`src/plep_pkg.sv`:
```
// plep_pkg: shared types and constants of the pin listener poll engine
// holds the table entry layout, request codes, sequencer states and slot compare structs
// depends on nothing
package plep_pkg;

	localparam int LISTENER_SLOTS_DEF = 32;
	localparam int MAX_REPORTS = 32;
	localparam int REP_W = $clog2(MAX_REPORTS + 1);
	localparam int PIN_W = 6;
	localparam int NUM_PINS = 64;
	localparam int EXP_W = 3;
	localparam int TICK_LSB_W = 7;

	localparam logic KIND_DIGITAL = 1'b0;
	localparam logic KIND_ANALOG = 1'b1;

	typedef enum logic [1:0] {
		REQ_SET = 2'd0,
		REQ_TICK = 2'd1,
		REQ_CLEAR = 2'd2
	} plep_req_t;

	typedef enum logic [1:0] {
		ST_IDLE,
		ST_SCAN,
		ST_SETWR,
		ST_FLUSH
	} plep_state_t;

	// one table word: pin plus listener settings
	typedef struct packed {
		logic [PIN_W-1:0] pin;
		logic active;
		logic analog;
		logic level;
		logic is_local;
		logic [EXP_W-1:0] exponent;
	} plep_entry_t;

	// request side of the slot compare unit
	typedef struct packed {
		logic is_tick;
		logic [PIN_W-1:0] pin;
		logic [TICK_LSB_W-1:0] tick_lsb;
		logic [NUM_PINS-1:0] levels;
	} plep_eval_req_t;

	// result of comparing one slot against the current request
	typedef struct packed {
		logic pin_hit;
		logic free;
		logic report;
		logic kind;
		logic level;
	} plep_eval_t;

endpackage

```
`src/plep_slot_eval.sv`:
```
// plep_slot_eval: compare unit shared by every slot visit of a set or a tick
// pin match and free-slot test for set, due test and level change for tick
// depends on plep_pkg
module plep_slot_eval (
	input  plep_pkg::plep_entry_t    entry,
	input  plep_pkg::plep_eval_req_t req,
	output plep_pkg::plep_eval_t     res
);

	logic [plep_pkg::TICK_LSB_W-1:0] mask;
	logic due;
	logic lv;

	always_comb begin
		mask = plep_pkg::TICK_LSB_W'((8'd1 << entry.exponent) - 8'd1);
		due = entry.active && ((req.tick_lsb & mask) == '0);
		lv = req.levels[entry.pin];

		res = '0;
		if (req.is_tick) begin
			if (due && entry.analog) begin
				res.report = 1'b1;
				res.kind = plep_pkg::KIND_ANALOG;
				res.level = 1'b0;
			end else if (due && (lv != entry.level)) begin
				res.report = 1'b1;
				res.kind = plep_pkg::KIND_DIGITAL;
				res.level = lv;
			end
		end else begin
			res.pin_hit = (entry.pin == req.pin);
			res.free = !entry.active;
		end
	end

endmodule

```
`src/pin_listener_poll_engine_unit.sv`:
```
// pin_listener_poll_engine_unit: top level of the pin listener poll engine
// listener table in a memory, slot sequencer, report buffer and output register
// depends on plep_pkg and plep_slot_eval
//
// channel  dir  tdata                                        tuser         tlast
// s_axis   in   pin, enable, is_analog, rate_exponent,       req_type      -
//               from_local, tick_count, pin_levels
// m_axis   out  report_pin, new_level                        report_kind   last_report
//
// a set or tick transaction visits slots one per cycle through the slot compare unit, unless the scan stalls;
// a set stops early on the first slot holding its pin, a tick on reaching MAX_REPORTS reports
// then a set passes through the write state and a tick through the flush state, back to idle
// a clear transaction or an unknown request type is taken in the idle state with no scan
// reset empties the table at once through per-slot valid flags; no clearing pass
// a tick stalls its slot scan while a report waits and the output register is full;
// s_axis_tready is high only while the sequencer is idle
module pin_listener_poll_engine_unit #(
	parameter int LISTENER_SLOTS = plep_pkg::LISTENER_SLOTS_DEF
) (
	input  logic        clk,
	input  logic        arst_n,
	input  logic        s_axis_tvalid,
	output logic        s_axis_tready,
	// pin[5:0], enable[6], is_analog[7], rate_exponent[10:8], from_local[11],
	// tick_count[27:12], pin_levels[91:28], zero fill [95:92]
	input  logic [95:0] s_axis_tdata,
	// req_type[1:0]
	input  logic [1:0]  s_axis_tuser,
	output logic        m_axis_tvalid,
	input  logic        m_axis_tready,
	// report_pin[5:0], new_level[6], zero fill [7]
	output logic [7:0]  m_axis_tdata,
	// report_kind[0]
	output logic        m_axis_tuser,
	output logic        m_axis_tlast
);

	localparam int IDX_W = (LISTENER_SLOTS > 1) ? $clog2(LISTENER_SLOTS) : 1;
	localparam int CNT_W = $clog2(LISTENER_SLOTS + 1);
	localparam logic [CNT_W-1:0] SLOT_END = CNT_W'(LISTENER_SLOTS);
	localparam logic [plep_pkg::REP_W-1:0] REP_CAP = plep_pkg::REP_W'(plep_pkg::MAX_REPORTS);

	// sequencer
	plep_pkg::plep_state_t state_q, state_d;

	// request held for the length of a scan
	logic                              req_tick_q;
	logic [plep_pkg::PIN_W-1:0]        req_pin_q;
	logic                              req_enable_q;
	logic                              req_analog_q;
	logic [plep_pkg::EXP_W-1:0]        req_exp_q;
	logic                              req_local_q;
	logic [plep_pkg::TICK_LSB_W-1:0]   req_tick_lsb_q;
	logic [plep_pkg::NUM_PINS-1:0]     req_levels_q;

	// listener table and per-slot flags
	plep_pkg::plep_entry_t             mem [LISTENER_SLOTS];
	logic [LISTENER_SLOTS-1:0]         ent_vld_q;
	logic [LISTENER_SLOTS-1:0]         loc_q;

	// slot scan
	logic [CNT_W-1:0]                  rd_cnt_q;
	logic                              s1_vld_q;
	logic [IDX_W-1:0]                  s1_idx_q;
	plep_pkg::plep_entry_t             rd_data_s1;
	plep_pkg::plep_entry_t             entry_s1;
	plep_pkg::plep_eval_req_t          ev_req;
	plep_pkg::plep_eval_t              ev;

	// set search results
	logic                              hit_q;
	logic [IDX_W-1:0]                  hit_idx_q;
	logic                              hit_loc_q;
	logic                              free_q;
	logic [IDX_W-1:0]                  free_idx_q;

	// report buffer: one report held back until it is known whether it is the last
	logic [plep_pkg::REP_W-1:0]        rep_cnt_q;
	logic                              pend_vld_q;
	logic [plep_pkg::PIN_W-1:0]        pend_pin_q;
	logic                              pend_kind_q;
	logic                              pend_lvl_q;

	// output register
	logic                              out_vld_q;
	logic [plep_pkg::PIN_W-1:0]        out_pin_q;
	logic                              out_kind_q;
	logic                              out_lvl_q;
	logic                              out_last_q;

	// control
	logic                              in_acc;
	plep_pkg::plep_req_t               in_req;
	logic                              out_free;
	logic                              cap_hit;
	logic                              stall;
	logic                              set_hit;
	logic                              scan_end;
	logic                              issue;
	logic                              eval_go;
	logic                              push_pend;
	logic                              push_last;
	logic                              mem_we;
	logic [IDX_W-1:0]                  mem_waddr;
	plep_pkg::plep_entry_t             mem_wdata;
	plep_pkg::plep_entry_t             set_word;

	assign in_acc = s_axis_tvalid && s_axis_tready;
	assign in_req = plep_pkg::plep_req_t'(s_axis_tuser);
	assign out_free = !out_vld_q || m_axis_tready;

	// a slot that was never written or was wiped reads as all zero
	assign entry_s1 = ent_vld_q[s1_idx_q] ? rd_data_s1 : '0;

	assign ev_req.is_tick = req_tick_q;
	assign ev_req.pin = req_pin_q;
	assign ev_req.tick_lsb = req_tick_lsb_q;
	assign ev_req.levels = req_levels_q;

	plep_slot_eval u_eval (
		.entry (entry_s1),
		.req   (ev_req),
		.res   (ev)
	);

	// scan control terms
	assign cap_hit = (state_q == plep_pkg::ST_SCAN) && req_tick_q && (rep_cnt_q == REP_CAP);
	assign stall = (state_q == plep_pkg::ST_SCAN) && s1_vld_q && req_tick_q && ev.report
		&& pend_vld_q && !out_free;
	assign set_hit = (state_q == plep_pkg::ST_SCAN) && s1_vld_q && !req_tick_q && ev.pin_hit;
	assign scan_end = !s1_vld_q && (rd_cnt_q == SLOT_END);
	assign issue = (state_q == plep_pkg::ST_SCAN) && !stall && !cap_hit && !set_hit
		&& (rd_cnt_q < SLOT_END);
	assign eval_go = (state_q == plep_pkg::ST_SCAN) && s1_vld_q && !stall && !cap_hit;

	always_comb begin
		set_word.pin = req_pin_q;
		set_word.active = req_enable_q;
		set_word.analog = req_analog_q;
		set_word.level = 1'b0;
		set_word.is_local = req_local_q;
		set_word.exponent = req_exp_q;
	end

	// next state
	always_comb begin
		state_d = state_q;
		case (state_q)
			plep_pkg::ST_IDLE: begin
				if (in_acc && ((in_req == plep_pkg::REQ_SET) || (in_req == plep_pkg::REQ_TICK)))
					state_d = plep_pkg::ST_SCAN;
			end
			plep_pkg::ST_SCAN: begin
				if (cap_hit)
					state_d = plep_pkg::ST_FLUSH;
				else if (set_hit)
					state_d = plep_pkg::ST_SETWR;
				else if (scan_end)
					state_d = req_tick_q ? plep_pkg::ST_FLUSH : plep_pkg::ST_SETWR;
			end
			plep_pkg::ST_SETWR: begin
				state_d = plep_pkg::ST_IDLE;
			end
			plep_pkg::ST_FLUSH: begin
				if (!pend_vld_q || out_free)
					state_d = plep_pkg::ST_IDLE;
			end
			default: begin
				state_d = plep_pkg::ST_IDLE;
			end
		endcase
	end

	// sequencer outputs
	always_comb begin
		s_axis_tready = 1'b0;
		mem_we = 1'b0;
		mem_waddr = s1_idx_q;
		mem_wdata = entry_s1;
		push_pend = 1'b0;
		push_last = 1'b0;
		case (state_q)
			plep_pkg::ST_IDLE: begin
				s_axis_tready = 1'b1;
			end
			plep_pkg::ST_SCAN: begin
				// a digital report stores the new level back into its slot
				if (eval_go && req_tick_q && ev.report) begin
					push_pend = pend_vld_q;
					if (ev.kind == plep_pkg::KIND_DIGITAL) begin
						mem_we = 1'b1;
						mem_wdata.level = ev.level;
					end
				end
			end
			plep_pkg::ST_SETWR: begin
				// a local slot only takes a local request; no match takes the lowest free slot
				mem_wdata = set_word;
				if (hit_q) begin
					mem_we = !hit_loc_q || req_local_q;
					mem_waddr = hit_idx_q;
				end else begin
					mem_we = free_q;
					mem_waddr = free_idx_q;
				end
			end
			plep_pkg::ST_FLUSH: begin
				push_last = pend_vld_q && out_free;
			end
			default: begin
				s_axis_tready = 1'b0;
			end
		endcase
	end

	always_ff @(posedge clk or negedge arst_n) begin
		if (!arst_n)
			state_q <= plep_pkg::ST_IDLE;
		else
			state_q <= state_d;
	end

	// request capture
	always_ff @(posedge clk) begin
		if (in_acc) begin
			req_pin_q <= s_axis_tdata[5:0];
			req_enable_q <= s_axis_tdata[6];
			req_analog_q <= s_axis_tdata[7];
			req_exp_q <= s_axis_tdata[10:8];
			req_local_q <= s_axis_tdata[11];
			req_tick_lsb_q <= s_axis_tdata[18:12];
			req_levels_q <= s_axis_tdata[91:28];
		end
	end

	always_ff @(posedge clk or negedge arst_n) begin
		if (!arst_n)
			req_tick_q <= 1'b0;
		else if (in_acc)
			req_tick_q <= (in_req == plep_pkg::REQ_TICK);
	end

	// table memory: one write and one registered read per cycle
	always_ff @(posedge clk) begin
		if (issue)
			rd_data_s1 <= mem[rd_cnt_q[IDX_W-1:0]];
		if (mem_we)
			mem[mem_waddr] <= mem_wdata;
	end

	// slot flags: clear drops every non-local slot back to the empty value
	always_ff @(posedge clk or negedge arst_n) begin
		if (!arst_n) begin
			ent_vld_q <= '0;
			loc_q <= '0;
		end else if (in_acc && (in_req == plep_pkg::REQ_CLEAR)) begin
			ent_vld_q <= ent_vld_q & loc_q;
		end else if (mem_we) begin
			ent_vld_q[mem_waddr] <= 1'b1;
			loc_q[mem_waddr] <= mem_wdata.is_local;
		end
	end

	// scan counter and read stage
	always_ff @(posedge clk or negedge arst_n) begin
		if (!arst_n) begin
			rd_cnt_q <= '0;
			s1_vld_q <= 1'b0;
			s1_idx_q <= '0;
		end else begin
			if (in_acc)
				rd_cnt_q <= '0;
			else if (issue)
				rd_cnt_q <= rd_cnt_q + 1'b1;
			if (!stall)
				s1_vld_q <= issue;
			if (issue)
				s1_idx_q <= rd_cnt_q[IDX_W-1:0];
		end
	end

	// set search: first slot with the pin, lowest inactive slot
	always_ff @(posedge clk or negedge arst_n) begin
		if (!arst_n) begin
			hit_q <= 1'b0;
			hit_idx_q <= '0;
			hit_loc_q <= 1'b0;
			free_q <= 1'b0;
			free_idx_q <= '0;
		end else if (in_acc) begin
			hit_q <= 1'b0;
			free_q <= 1'b0;
		end else if (eval_go && !req_tick_q) begin
			if (ev.pin_hit) begin
				hit_q <= 1'b1;
				hit_idx_q <= s1_idx_q;
				hit_loc_q <= entry_s1.is_local;
			end
			if (ev.free && !free_q) begin
				free_q <= 1'b1;
				free_idx_q <= s1_idx_q;
			end
		end
	end

	// report count and held-back report
	always_ff @(posedge clk or negedge arst_n) begin
		if (!arst_n) begin
			rep_cnt_q <= '0;
			pend_vld_q <= 1'b0;
		end else begin
			if (in_acc)
				rep_cnt_q <= '0;
			else if (eval_go && req_tick_q && ev.report)
				rep_cnt_q <= rep_cnt_q + 1'b1;
			if (eval_go && req_tick_q && ev.report)
				pend_vld_q <= 1'b1;
			else if (push_last)
				pend_vld_q <= 1'b0;
		end
	end

	always_ff @(posedge clk) begin
		if (eval_go && req_tick_q && ev.report) begin
			pend_pin_q <= entry_s1.pin;
			pend_kind_q <= ev.kind;
			pend_lvl_q <= ev.level;
		end
	end

	// output register
	always_ff @(posedge clk or negedge arst_n) begin
		if (!arst_n)
			out_vld_q <= 1'b0;
		else if (push_pend || push_last)
			out_vld_q <= 1'b1;
		else if (m_axis_tready)
			out_vld_q <= 1'b0;
	end

	always_ff @(posedge clk) begin
		if (push_pend || push_last) begin
			out_pin_q <= pend_pin_q;
			out_kind_q <= pend_kind_q;
			out_lvl_q <= pend_lvl_q;
			out_last_q <= push_last;
		end
	end

	assign m_axis_tvalid = out_vld_q;
	assign m_axis_tdata = {1'b0, out_lvl_q, out_pin_q};
	assign m_axis_tuser = out_kind_q;
	assign m_axis_tlast = out_last_q;

endmodule

```
`config.mk`:
```
export PLATFORM = sky130hd
export DESIGN_NAME = pin_listener_poll_engine_unit
export DESIGN_NICKNAME = d
export VERILOG_FILES = /design/src/plep_pkg.sv /design/src/plep_slot_eval.sv /design/src/pin_listener_poll_engine_unit.sv
export SDC_FILE = /design/constraint.sdc
export NUM_CORES = 1
export LEC_CHECK = 0
export BUFFER_PORTS_ARGS = -buffer_cell sky130_fd_sc_hd__clkbuf_2
export CAP_MARGIN = 10
export CORE_UTILIZATION = 56
export DETAILED_ROUTE_END_ITERATION = 6
export GPL_TIMING_DRIVEN = 0
export PLACE_DENSITY = 0.78
export SETUP_SLACK_MARGIN = 0.02
export SLEW_MARGIN = 0
export SYNTH_ARGS = -nofsm -noshare
export SYNTH_HDL_FRONTEND = slang
export SYNTH_SLANG_ARGS = --single-unit
export TNS_END_PERCENT = 5
```
`constraint.sdc`:
```
create_clock -name clk -period 9.85 [get_ports clk]
set_clock_uncertainty 0.1 [all_clocks]
set_input_delay 0.4925 -clock clk [delete_from_list [all_inputs] [get_ports clk]]
set_output_delay 0.4925 -clock clk [all_outputs]
set_load 0.01 [all_outputs]
```
==> flow_metrics.tcl <==
set metrics [dict create \
    required_time_of_the_worst_setup_path_ns 10.11 \
    yosys_most_used_dff "edfxtp_1" \
    fin_crit_sh 0.645 \
    total_area_of_multi_input_combinational_cells_um2 6950 \
    clock_power_share 0.278 \
    stdcell_area_um2 30400 \
    wire_per_inst_um 27.5 \
    detailroute.via_count 14900 \
    grt_start_max_net_pins 65 \
    power.density_nw_per_um2 280 \
    setup.worst_path.end_class "flop" \
    holdCritStartpoint "s_axis_tuser[0]" \
    initialDrtViolationCount 1884 \
    die_h_um 216 \
    setup_repair_after_global_routing_missed_its_margin "false" \
    layout-area-overhead-vs-synth_pct 18.8 \
    crit_chain "clkbuf_1 -> mux4_2 -> a222oi_1 -> buf_4 -> nand2_2 -> a211o_1 -> a22oi_1 -> a211o_1 -> a31oi_1 -> nand3b_1 -> nor2_1 -> buf_6" \
    clk_transition_reported_paths_ns 0.07 \
    h-tree-depth 2 \
    seqPwrFrac 0.411 \
    ratio_of_cells_with_drive_above_1_in_the_final_layout 0.285 \
    synth-warning-count 0 \
    critical_path_class "reg2reg" \
    switching_share 0.328 \
    worstReg2RegStart "s1_idx_q[2]$_DFFE_PN0P_" \
    dp.final_hpwl_um 40600 \
    critical_path.top_delay_family "compound AO/OA/AOI/OAI gates" \
    initial_antenna_violation_count 6 \
    place.gp.congestion 0.872 \
    tns_ns 0 \
    critical_path.startpoint_type "flop" \
    status "finished, violations left" \
    p_switching_w 0.00280 \
    wirelength_um 64000 \
    synthesis.area_um2 25600 \
    synth-seq-area-share 0.718 \
    area.sequential_um2 18400 \
    number_of_unique_standard_cell_types_used_by_synthesis 69 \
    fp.coreArea_um2 45300 \
    placed_cell_area_um2 27500 \
    die-area_um2 46600 \
    timing.final.crit_period_ns 6.36 \
    postSynthAreaPerCell_um2 18.5 \
    fillerInstances 2812 \
    layout.nets 1783 \
    dp_slack_ns 3.40 \
    fmaxAchievable_ghz 0.157 \
    final_max_slew_viol_count 0 \
    violations_in_the_final_reports "DRC" \
    max-vdd-ir-drop_v 0.000166 \
    reg2reg_setup_slack_ns 3.49 \
    num_ports 114 \
    initial_core_util 0.566 \
    worst_path_largest_cell_delay_ns 0.88 \
    grt_pass1_vias 15100 \
    cts.hold.buffers_added 84 \
    clockRootBuffer "clkbuf_16" \
    internal_power_w 0.00573 \
    drt-vias-per-instance 6.41 \
    synth_seq_cells 629 \
    cp_common_cell "a211o_1" \
    worst_slew_margin_rel 0.132 \
    grt_util_all_layers 0.278 \
    syn_nets 1496 \
    critical_path.n_buffers_inverters 3 \
    antenna_violating_nets_left 0 \
    clock_sinks 629 \
    path_max_fanout 10 \
    drv_cap 0 \
    cts_tree "built" \
    numPortBuffers 99 \
    drc 2 \
    postSynthCellCount 1385 \
    worst_setup_path_startpoint "s1_idx_q[2]$_DFFE_PN0P_" \
    hold_crit_path_type "in2reg" \
    p_comb_frac 0.310 \
    synth_edf_count 529 \
    total_leakage_power_nw 10.7 \
    timing.hold.ws_ns 0.0449 \
    postCtsResizedCells 0 \
    global_route_wire_length_before_repair_um 95100 \
    cp.arrival_ns 6.61 \
    post_cts_buffers 0 \
    finalHoldViolCount 0 \
    timing.final.setup_violations 0 \
    clk_path_buf_depth 3 \
    drtPass1Iterations 7 \
    std_cell_rows 78 \
    synth_async_sr_flop_share 0.159 \
    timing.critical_path.slowest_stage_cell "a222oi_1" \
    tritoncts.num_buffers 60 \
    die-width_um 216 \
    clk-insertion-delay-late_ns 0.66 \
    final_critical_path_setup_slack_ns 3.49 \
    grt.overflow.total 0 \
    worst_pin_slew_ns 1.30 \
]
state kept, by name, indices dropped and copies added, names as in the netlist, 2 cells and up:
signal          count
rd_data_s1         13
hit_idx_q           5
pend_pin_q          6
rd_cnt_q            6
s1_idx_q            5
out_pin_q           6
ent_vld_q          32
rep_cnt_q           6
req_pin_q           6
free_idx_q          5
mem               416
req_levels_q       64
req_tick_lsb_q      7
state_q             2
loc_q              32
req_exp_q           3
synthesized netlist by cell type (10+ instances only):
master,count,share of area
buf_1,14,0.0021
clkbuf_1,46,0.0067
dfrtp_1,100,0.098
a21oi_1,24,0.0047
nor2_1,57,0.0084
nand3_1,15,0.0029
inv_1,27,0.0040
nand2_1,61,0.0089
mux2i_1,31,0.012
a22oi_2,10,0.0049
edfxtp_1,529,0.62
o21ai_0,42,0.0082
mux2_2,43,0.019
nor3_1,51,0.010
mux2_1,26,0.011
mux4_2,142,0.12
o22a_1,14,0.0048
final timing paths:
| path | to | depth (start not counted) |
|---|---|---|
| worst min register to register | out_pin_q[5]$_DFFE_PP_ | 0 |
| min in group asynchronous | rep_cnt_q[4]$_DFFE_PN0P_ | 2 |
| worst min-delay path | req_tick_q$_DFFE_PN0P_ | 3 |
| max in group asynchronous | ent_vld_q[28]$_DFFE_PN0P_ | 3 |
| worst max-delay path | mem[15][4]$_DFFE_PP_ | 12 |
| worst max register to register | mem[15][4]$_DFFE_PP_ | 12 |
layer usage:
layer	global-route usage	vias to the layer above	wire length (µm)
met3	0.0543	175	6200
met4	0.110	2	2480
met1	0.376	7666	23600
li1	-	6157	-
met2	0.448	914	31600
met5	0	-	14
cell usage in the layout (no fill, tap or decap), types with 15 or more instances in the layout:
cell and count:
edfxtp_1 529, mux4_2 142, dfrtp_1 100, clkbuf_2 99
dlygate4sd3_1 84, nand2_1 61, clkbuf_16 60, nor2_1 56
clkbuf_1 54, mux2_2 43, o21ai_0 37, mux2i_1 31
buf_6 29, inv_1 27, nor3_1 27, mux2_1 26
a21oi_1 24, nor3_2 24, nand3_1 15
final cells by class:
type / count / share of cell area
Timing Repair Buffer: 225 / 0.0613
Clock inverter: 38 / 0.0147
Tap cell: 600 / 0.0247
Multi-Input combinational cell: 652 / 0.228
Antenna cell: 5 / 0.000411
Buffer: 77 / 0.0115
Clock buffer: 72 / 0.0515
Sequential cell: 629 / 0.604
Inverter: 27 / 0.00333
power by group through the flow:
stage | sequential, W | combinational (W) | clock, W
after detailed placement | 0.00355 | 0.00252 | 0
after floorplan | 0.00353 | 0.00163 | 0
after global placement | 0.00358 | 0.00232 | 0
after global routing | 0.00352 | 0.00278 | 0.00249
after CTS | 0.00350 | 0.00258 | 0.00238
final | 0.00351 | 0.00265 | 0.00238
tightest hold or removal path, delay by kind of cell:
| family | cells | cell delay [ns] |
|---|---|---|
| AND/OR/NAND/NOR | 2 | 0.16 |
| buffers and inverters | 1 | 0.10 |
metrics by stage:
step	utilization	power [W]	cells
global route	0.672	0.00880	2325
floorplan	-	0.00516	1385
finish	0.672	0.00854	2325
global placement	0.593	0.00590	2084
CTS	0.670	0.00846	2312
detailed placement	0.607	0.00607	2118
kinds of logic (layout without fill, tap and decap cells):
logic type / Yosys count / in the layout / share of synthesized area
AOI/OAI and AO/OA: 165 / 165 / 0.0482
buffers and inverters: 104 / 439 / 0.0174
and+or+nand+nor: 230 / 230 / 0.0431
DFF: 629 / 629 / 0.718
muxes: 242 / 242 / 0.167
other: 1 / 6 / 0.000146
adders and majority gates: 9 / 9 / 0.00440
xor gates and xnor gates: 5 / 5 / 0.00171
Note: power is estimated with default switching activity, not from simulation.
